## src/hdl/pidaw_pkg.sv

```systemverilog
// Package with payload types, register indexes and saturation helper for the PID block.
package pidaw_pkg;

	localparam int DataWidth = 32;
	localparam int GainWidth = 32;
	localparam int AlphaWidth = 17;
	localparam int AccWidth = 48;
	localparam int AddrWidth = 5;

	// Register indexes on the configuration port.
	localparam logic [2:0] RegPropGain = 3'd0;
	localparam logic [2:0] RegIntegGain = 3'd1;
	localparam logic [2:0] RegDerivGain = 3'd2;
	localparam logic [2:0] RegWindupGain = 3'd3;
	localparam logic [2:0] RegFilterAlpha = 3'd4;

	localparam logic [AlphaWidth-1:0] AlphaOne = 17'd65536;

	typedef struct packed {
		logic mode;
		logic signed [DataWidth-1:0] setpoint;
		logic signed [DataWidth-1:0] measured;
	} in_t;

	typedef struct packed {
		logic [9:0] drive;
		logic direction;
	} out_t;

	// Saturate a wide signed value to the 48-bit signed accumulator range.
	function automatic logic signed [AccWidth-1:0] sat48(input logic signed [63:0] x);
		logic signed [63:0] hi;
		logic signed [63:0] lo;
		hi = 64'sh0000_7FFF_FFFF_FFFF;
		lo = -64'sh0000_8000_0000_0000;
		if (x > hi) begin
			return hi[AccWidth-1:0];
		end else if (x < lo) begin
			return lo[AccWidth-1:0];
		end
		return x[AccWidth-1:0];
	endfunction

endpackage

```

## src/hdl/pid_antiwindup_filtered_derivative.sv

```systemverilog
// Handles one item at a time: a new input is taken only after the previous result is in the output
// register. Each product is formed in the bit-serial shift-add multiplier, and the divide by 200
// is a bit-serial restoring divider.
// A finished result waits in the output register while the next item is taken.
// Reset (arst_n low) clears all controller state, gains to zero and alpha to one.
module pid_antiwindup_filtered_derivative (
	input logic clk,
	input logic arst_n,
	input logic in_valid,
	output logic in_ready,
	input pidaw_pkg::in_t in_data,
	output logic out_valid,
	input logic out_ready,
	output pidaw_pkg::out_t out_data,
	input logic psel,
	input logic penable,
	input logic pwrite,
	input logic [pidaw_pkg::AddrWidth-1:0] paddr,
	input logic [31:0] pwdata,
	output logic [31:0] prdata,
	output logic pready
);

	localparam int DW = pidaw_pkg::DataWidth;
	localparam int AW = pidaw_pkg::AccWidth;
	localparam int OPW = (DW + 2 > AW) ? DW + 2 : AW;
	localparam int CW = $clog2(OPW + 1);
	localparam int QW = 2 * OPW - 15;

	// Sequencer states.
	localparam logic [3:0] ST_IDLE = 4'd0;
	localparam logic [3:0] ST_LOAD = 4'd1;
	localparam logic [3:0] ST_START = 4'd2;
	localparam logic [3:0] ST_MUL = 4'd3;
	localparam logic [3:0] ST_MRES = 4'd4;
	localparam logic [3:0] ST_ACC = 4'd5;
	localparam logic [3:0] ST_DIVS = 4'd6;
	localparam logic [3:0] ST_DIV = 4'd7;
	localparam logic [3:0] ST_DRES = 4'd8;
	localparam logic [3:0] ST_SUM = 4'd9;
	localparam logic [3:0] ST_DONE = 4'd10;

	// Product steps.
	localparam logic [2:0] STEP_P = 3'd0;
	localparam logic [2:0] STEP_I = 3'd1;
	localparam logic [2:0] STEP_B = 3'd2;
	localparam logic [2:0] STEP_D = 3'd3;
	localparam logic [2:0] STEP_FA = 3'd4;
	localparam logic [2:0] STEP_FB = 3'd5;

	localparam logic [7:0] RATE_DIV = 8'd200;
	localparam logic signed [AW-1:0] LIM_HI = 48'sd65536000;
	localparam logic signed [AW-1:0] LIM_LO_POS = -48'sd65536000;

	logic [3:0] state_q;
	logic [2:0] step_q;
	logic [CW-1:0] cnt_q;

	logic signed [pidaw_pkg::GainWidth-1:0] kp_q, ki_q, kd_q, kb_q;
	logic [pidaw_pkg::AlphaWidth-1:0] alpha_q;

	logic signed [AW-1:0] integ_q [2];
	logic signed [DW:0] prev_q [2];
	logic signed [AW-1:0] filt_q [2];
	logic signed [AW-1:0] cex_q;
	logic hdir_q;

	logic mode_q;
	logic signed [DW:0] err_q;
	logic signed [DW+1:0] diff_q;
	logic signed [AW-1:0] up_q, w_q, ui_q, ud_q, udf_q, term_q, mres_q;

	logic [OPW-1:0] mul_a_q;
	logic [2*OPW-1:0] mul_p_q;
	logic mul_neg_q;

	logic [AW-1:0] div_d_q;
	logic [7:0] div_r_q;
	logic div_neg_q;

	logic out_valid_q;
	pidaw_pkg::out_t out_q;

	logic cfg_wr;
	logic [pidaw_pkg::AlphaWidth-1:0] alpha_eff;
	logic signed [OPW-1:0] opa, opb;
	logic [OPW:0] mul_sum;
	logic [QW-1:0] q_val, q_lim, q_mag;
	logic signed [AW-1:0] mul_res;
	logic [8:0] div_r2;
	logic div_ge;
	logic signed [AW-1:0] div_q;
	logic signed [63:0] scaled;
	logic signed [AW-1:0] lim_lo, sat_val;
	logic [AW-1:0] sat_mag;
	logic out_free;

	assign pready = 1'b1;
	assign cfg_wr = psel && penable && pwrite;
	assign in_ready = (state_q == ST_IDLE);
	assign out_valid = out_valid_q;
	assign out_data = out_q;
	assign out_free = !out_valid_q || out_ready;

	// Register read-back.
	always_comb begin
		case (paddr[4:2])
			pidaw_pkg::RegPropGain: prdata = kp_q;
			pidaw_pkg::RegIntegGain: prdata = ki_q;
			pidaw_pkg::RegDerivGain: prdata = kd_q;
			pidaw_pkg::RegWindupGain: prdata = kb_q;
			pidaw_pkg::RegFilterAlpha: prdata = 32'(alpha_q);
			default: prdata = '0;
		endcase
	end

	// Alpha above one acts as one.
	assign alpha_eff = (alpha_q > pidaw_pkg::AlphaOne) ? pidaw_pkg::AlphaOne : alpha_q;

	// Operand selection for the shared multiplier.
	always_comb begin
		case (step_q)
			STEP_P: begin
				opa = OPW'(kp_q);
				opb = OPW'(err_q);
			end
			STEP_I: begin
				opa = OPW'(ki_q);
				opb = OPW'(err_q);
			end
			STEP_B: begin
				opa = OPW'(kb_q);
				opb = OPW'(cex_q);
			end
			STEP_D: begin
				opa = OPW'(kd_q);
				opb = OPW'(diff_q);
			end
			STEP_FA: begin
				opa = OPW'(signed'({1'b0, alpha_eff}));
				opb = OPW'(ud_q);
			end
			STEP_FB: begin
				opa = OPW'(signed'({1'b0, pidaw_pkg::AlphaOne - alpha_eff}));
				opb = OPW'(filt_q[mode_q]);
			end
			default: begin
				opa = '0;
				opb = '0;
			end
		endcase
	end

	// One shift-add step of the multiplier.
	assign mul_sum = {1'b0, mul_p_q[2*OPW-1:OPW]} + (mul_p_q[0] ? {1'b0, mul_a_q} : '0);

	// Product scaling: shift right 16 with floor, then saturate to 48 bits.
	always_comb begin
		q_val = {1'b0, mul_p_q[2*OPW-1:16]}
			+ QW'(mul_neg_q && (mul_p_q[15:0] != 16'd0));
		q_lim = mul_neg_q ? (QW'(1) << (AW - 1)) : ((QW'(1) << (AW - 1)) - QW'(1));
		q_mag = (q_val > q_lim) ? q_lim : q_val;
		mul_res = mul_neg_q ? -signed'(q_mag[AW-1:0]) : signed'(q_mag[AW-1:0]);
	end

	// One restoring step of the divide by 200.
	assign div_r2 = {div_r_q, div_d_q[AW-1]};
	assign div_ge = (div_r2 >= {1'b0, RATE_DIV});
	assign div_q = div_neg_q
		? -signed'(div_d_q + AW'(div_r_q != 8'd0))
		: signed'(div_d_q);

	// Derivative term scaled by 200 as shifts and adds.
	assign scaled = (64'(mres_q) <<< 7) + (64'(mres_q) <<< 6) + (64'(mres_q) <<< 3);

	// Output clamp.
	always_comb begin
		lim_lo = mode_q ? LIM_LO_POS : '0;
		if (term_q > LIM_HI) begin
			sat_val = LIM_HI;
		end else if (term_q < lim_lo) begin
			sat_val = lim_lo;
		end else begin
			sat_val = term_q;
		end
		sat_mag = sat_val[AW-1] ? AW'(-sat_val) : AW'(sat_val);
	end

	// Configuration registers.
	always_ff @(posedge clk or negedge arst_n) begin
		if (!arst_n) begin
			kp_q <= '0;
			ki_q <= '0;
			kd_q <= '0;
			kb_q <= '0;
			alpha_q <= pidaw_pkg::AlphaOne;
		end else if (cfg_wr) begin
			case (paddr[4:2])
				pidaw_pkg::RegPropGain: kp_q <= pwdata;
				pidaw_pkg::RegIntegGain: ki_q <= pwdata;
				pidaw_pkg::RegDerivGain: kd_q <= pwdata;
				pidaw_pkg::RegWindupGain: kb_q <= pwdata;
				pidaw_pkg::RegFilterAlpha: alpha_q <= pwdata[pidaw_pkg::AlphaWidth-1:0];
				default: ;
			endcase
		end
	end

	// Sequencer, datapath and controller state.
	always_ff @(posedge clk or negedge arst_n) begin
		if (!arst_n) begin
			state_q <= ST_IDLE;
			step_q <= STEP_P;
			cnt_q <= '0;
			integ_q[0] <= '0;
			integ_q[1] <= '0;
			prev_q[0] <= '0;
			prev_q[1] <= '0;
			filt_q[0] <= '0;
			filt_q[1] <= '0;
			cex_q <= '0;
			hdir_q <= 1'b0;
			out_valid_q <= 1'b0;
		end else begin
			// The done state reloads the output register itself when it is free.
			if (out_valid_q && out_ready && (state_q != ST_DONE)) begin
				out_valid_q <= 1'b0;
			end
			case (state_q)
				ST_IDLE: begin
					if (in_valid) begin
						mode_q <= in_data.mode;
						err_q <= (DW + 1)'(in_data.setpoint) - (DW + 1)'(in_data.measured);
						state_q <= ST_LOAD;
					end
				end
				ST_LOAD: begin
					diff_q <= (DW + 2)'(err_q) - (DW + 2)'(prev_q[mode_q]);
					step_q <= STEP_P;
					state_q <= ST_START;
				end
				ST_START: begin
					mul_a_q <= opa[OPW-1] ? OPW'(-opa) : OPW'(opa);
					mul_p_q <= {OPW'(0), (opb[OPW-1] ? OPW'(-opb) : OPW'(opb))};
					mul_neg_q <= opa[OPW-1] ^ opb[OPW-1];
					cnt_q <= CW'(OPW);
					state_q <= ST_MUL;
				end
				ST_MUL: begin
					mul_p_q <= {mul_sum, mul_p_q[OPW-1:1]};
					cnt_q <= cnt_q - CW'(1);
					if (cnt_q == CW'(1)) begin
						state_q <= ST_MRES;
					end
				end
				ST_MRES: begin
					mres_q <= mul_res;
					state_q <= ST_ACC;
				end
				ST_ACC: begin
					case (step_q)
						STEP_P: begin
							up_q <= mres_q;
							step_q <= STEP_I;
							state_q <= ST_START;
						end
						STEP_I: begin
							w_q <= mres_q;
							if (!mode_q) begin
								step_q <= STEP_B;
								state_q <= ST_START;
							end else begin
								state_q <= ST_DIVS;
							end
						end
						STEP_B: begin
							w_q <= pidaw_pkg::sat48(64'(w_q) + 64'(mres_q));
							state_q <= ST_DIVS;
						end
						STEP_D: begin
							ud_q <= pidaw_pkg::sat48(scaled);
							step_q <= STEP_FA;
							state_q <= ST_START;
						end
						STEP_FA: begin
							udf_q <= mres_q;
							step_q <= STEP_FB;
							state_q <= ST_START;
						end
						STEP_FB: begin
							udf_q <= pidaw_pkg::sat48(64'(udf_q) + 64'(mres_q));
							state_q <= ST_SUM;
						end
						default: state_q <= ST_IDLE;
					endcase
				end
				ST_DIVS: begin
					div_d_q <= w_q[AW-1] ? AW'(-w_q) : AW'(w_q);
					div_neg_q <= w_q[AW-1];
					div_r_q <= '0;
					cnt_q <= CW'(AW);
					state_q <= ST_DIV;
				end
				ST_DIV: begin
					div_r_q <= div_ge ? 8'(div_r2 - {1'b0, RATE_DIV}) : div_r2[7:0];
					div_d_q <= {div_d_q[AW-2:0], div_ge};
					cnt_q <= cnt_q - CW'(1);
					if (cnt_q == CW'(1)) begin
						state_q <= ST_DRES;
					end
				end
				ST_DRES: begin
					ui_q <= pidaw_pkg::sat48(64'(integ_q[mode_q]) + 64'(div_q));
					step_q <= STEP_D;
					state_q <= ST_START;
				end
				ST_SUM: begin
					term_q <= pidaw_pkg::sat48(64'(up_q) + 64'(ui_q) + 64'(udf_q));
					state_q <= ST_DONE;
				end
				ST_DONE: begin
					if (out_free) begin
						integ_q[mode_q] <= ui_q;
						prev_q[mode_q] <= err_q;
						filt_q[mode_q] <= udf_q;
						out_q.drive <= sat_mag[25:16];
						if (!mode_q) begin
							cex_q <= pidaw_pkg::sat48(64'(sat_val) - 64'(term_q));
							out_q.direction <= 1'b1;
						end else if (sat_val > 0) begin
							hdir_q <= 1'b1;
							out_q.direction <= 1'b1;
						end else if (sat_val < 0) begin
							hdir_q <= 1'b0;
							out_q.direction <= 1'b0;
						end else begin
							out_q.direction <= hdir_q;
						end
						out_valid_q <= 1'b1;
						state_q <= ST_IDLE;
					end
				end
				default: state_q <= ST_IDLE;
			endcase
		end
	end

endmodule

```

## config.mk

```make
export PLATFORM = sky130hd
export DESIGN_NAME = pid_antiwindup_filtered_derivative
export DESIGN_NICKNAME = d
export VERILOG_FILES = /design/src/hdl/pidaw_pkg.sv /design/src/hdl/pid_antiwindup_filtered_derivative.sv
export SDC_FILE = /design/constraint.sdc
export NUM_CORES = 2
export LEC_CHECK = 0
export BUFFER_PORTS_ARGS = -buffer_cell sky130_fd_sc_hd__buf_2
export CORE_MARGIN = 4
export CORE_UTILIZATION = 55
export DETAILED_ROUTE_END_ITERATION = 6
export GPL_ROUTABILITY_DRIVEN = 0
export GPL_TIMING_DRIVEN = 0
export PLACE_DENSITY = 0.8
export REMOVE_ABC_BUFFERS = 1
export SYNTH_ARGS = -nofsm -noshare
export SYNTH_HDL_FRONTEND = slang
export SYNTH_SLANG_ARGS = --single-unit
```

## constraint.sdc

```tcl
create_clock -name clk -period 9 [get_ports clk]
set_input_delay 1.8 -clock clk [delete_from_list [all_inputs] [get_ports clk]]
set_output_delay 1.8 -clock clk [all_outputs]
set_load 0.01 [all_outputs]
```

==> qor.csv <==
metric;value;unit
status;finished with violations;
violations;max-capacitance violations, max-slew violations;
end_kind;flop;
ant_nets;0;
max_freq;115;MHz
synth_ff_type;edfxtp_1;
cp_common_cell;ha_1;
netlist_instances;8491;
drtIter0Drc;7013;
synth-seq-cells;1081;
grt.met3_usage;5.69;%
grt_max_degree;128;
startpoint_type;flop;
combPwrFrac;9.4;%
syn2layout_area_growth;10.6;%
post_drt_wl_per_cell;21.7;um
ys_seq_area_share;37.5;%
drc_errors;0;
placed_cell_area;0.0842;mm^2
setup_slack;0.270;ns
crit_type;flop to flop;
syn_avg_cell_area;9.46;um^2
slowest_stage;or4_1;
avgViaCountPerCell;6.49;
die_w;390;um
fin_crit_sh;97.0;%
fin_nets;9259;
power_leakage;38.3;nW
synthArstFlopShare;43.1;%
ys_warn_count;0;
cts_tree;built;
switching_power;2.92;mW
pwr-share-seq;46.1;%
drv_slew;4;
vdd_drop_max;0.000169;V
final_hold_viol_count;0;
yosys.area.top_type_share;23.0;%
gr-max-usage-layer;met2;
crit_path_max_fanout;50;
drive_gt1_share;11.7;%
overflow;0;
switching_share;24.4;%
clkSinkCount;1081;
worst_ep_required_time;9.47;ns
period_minus_slack;8.73;ns
p_per_area;135;mW/mm^2
grtUsageTotal;29.1;%
grtUsageMet1;38.1;%
hpwl;168;mm
hold_class;flop to flop;
io_pins;155;
synth_edf_count;615;
dr.pass1.iters;6;
setup_viol;0;
synth_common_cells;nand2_1 (1044), o21ai_0 (685), a21oi_1 (629), edfxtp_1 (615), ha_1 (532);
arrival;9.20;ns
io_buffers;151;
clk_path_buf_depth;3;
htree_levels;3;
skew;0.0592;ns
core;0.144;mm^2
yosys-top-cells-area;edfxtp_1 (23%), dfrtp_1 (14%), ha_1 (8.3%);
dp_slack;-1.47;ns
initial_utilization;55.7;%
synthDistinctLibCells;100;
antenna_found_initial;15;
wirelength;228;mm
clkLatencyLatePin;0.77;ns
grt_pass1_wl;356;mm
cts_made_buffers;119;
yosysMostFrequentCell;nand2_1;
slew_headroom;-3.41;%
die_h;390;um
cpPeakStageDelay;0.59;ns
vias;68300;
path_clk_slew;0.06;ns
final_area;0.0889;mm^2
clockPowerShare;44.4;%
row_count;139;
worst_pin_slew;1.53;ns
netlist_area;0.0803;mm^2
nFillCells;11400;
die_area;0.152;mm^2
grt_pass1_vias;66300;
internal_power;9.07;mW
drv_cap;1;
power;12.0;mW
root_buffer;clkbuf_16;
grt_use_met2;46.5;%
synth_area_leader_cell;edfxtp_1;
==> power groups by stage <==
stage	Combinational, mW	Sequential, mW	Clock (mW)
2_1_floorplan	0.801	5.58	0
3_3_place_gp	1.04	5.61	0
3_5_place_dp	1.10	5.62	0
4_1_cts	1.12	5.53	5.37
5_1_grt	1.25	5.55	5.58
6_report	1.13	5.53	5.33
==> sequential cells by signal, indices dropped and copies added (netlist names), 6 cells and up <==
name	cells
up_q	48
div_d_q	48
div_r_q	8
alpha_q	17
cnt_q	6
kp_q	32
mul_p_q	96
mres_q	48
integ_q	96
prev_q	66
ud_q	46
w_q	48
udf_q	48
term_q	48
kb_q	32
mul_a_q	48
kd_q	32
diff_q	34
filt_q	96
out_data	11
ki_q	32
ui_q	48
cex_q	48
err_q	33
==> critical path: cells and delay by family, from the launching register on <==
| kind | cells | cell delay, ns |
|---|---|---|
| simple gates | 16 | 3.90 |
| xor+xnor | 1 | 0.22 |
| compound gates | 5 | 1.76 |
| flops | 1 | 0.44 |
| fa+ha+maj | 4 | 1.13 |
| buf+inv | 6 | 0.91 |
==> what timing repair did <==
item | 4_1_cts | 5_1_grt
buffers inserted | 6 | 6
resized for setup | 15 | 21
setup endpoints to repair | 120 | 109
hold buffers | 0 | 0
pin swaps | 3 | 3
gates cloned | 2 | 0
==> cells by family after synthesis <==
| group | Yosys count | synth area share (%) |
|---|---|---|
| AO/OA/AOI/OAI | 2415 | 18.7 |
| other | 2 | 0.00935 |
| multiplexers | 536 | 7.90 |
| AND/OR/NAND/NOR | 2468 | 14.4 |
| flip-flops | 1081 | 37.5 |
| adder cells (fa/ha/maj) | 730 | 12.0 |
| buffers and inverters | 699 | 3.30 |
| XOR/XNOR | 560 | 6.10 |
==> per-stage QoR <==
step / util (%) / instances / hold slack [ns] / TNS (ns)
detailed placement: 58.4 / 10300 / 0.458 / -62.38
floorplan: - / 8128 / 0.442 / -311.23
CTS: 61.5 / 10500 / 0.473 / -0.0377
global placement: 56.9 / 10200 / 0.456 / -8912.19
global route: 61.6 / 10500 / 0.486 / -0.00426
finish: 61.6 / 10500 / 0.470 / 0
==> final timing paths <==
check	start	end	slack (ns)	cells after the start
setup / recovery	mul_neg_q$_DFFE_PP_	mres_q[44]$_DFFE_PP_	0.27	32
hold / removal	integ_q[72]$_DFFE_PN0P_	integ_q[72]$_DFFE_PN0P_	0.47	2
setup reg to reg	mul_neg_q$_DFFE_PP_	mres_q[44]$_DFFE_PP_	0.27	32
hold reg to reg	integ_q[72]$_DFFE_PN0P_	integ_q[72]$_DFFE_PN0P_	0.47	2
max in group asynchronous	arst_n	kd_q[24]$_DFFE_PN0P_	6.22	4
min in group asynchronous	arst_n	integ_q[52]$_DFFE_PN0P_	1.10	2
==> cells in the final DEF (no fill, tap or decap), drive strengths merged, types with 74 or more instances in the layout <==
cell type and n:
nand2 1045, o21ai 689, a21oi 629, edfxtp 615, ha 532, nor2 469, dfrtp 465, mux2 354
a21o 332, inv 324, xnor2 314, buf 264, xor2 246, nand3 169, clkbuf 156, mux2i 139
nor3 128, a211oi 104, fa 103, and2 102, maj3 95, nor2b 86, nand4 77, and3 74
==> metal layers <==
metal	wire, um	share of wire, %
met2	103000	45
met5	30	0.013
met4	12200	5.3
met3	23800	10
met1	89000	39
==> cell type report <==
class	instances	area [um^2]	area share, %
clock buffer	156	3380	3.81
timing repair buffer	264	2740	3.08
multi-input combinational	6727	48100	54.1
clock inverter	71	936	1.05
tap	1903	2380	2.68
sequential	1081	30100	33.9
timing repair inverter	1	5.00	0.00563
inverter	321	1210	1.36
antenna	3	7.51	0.00845
Power figures use the tool's default switching activity.
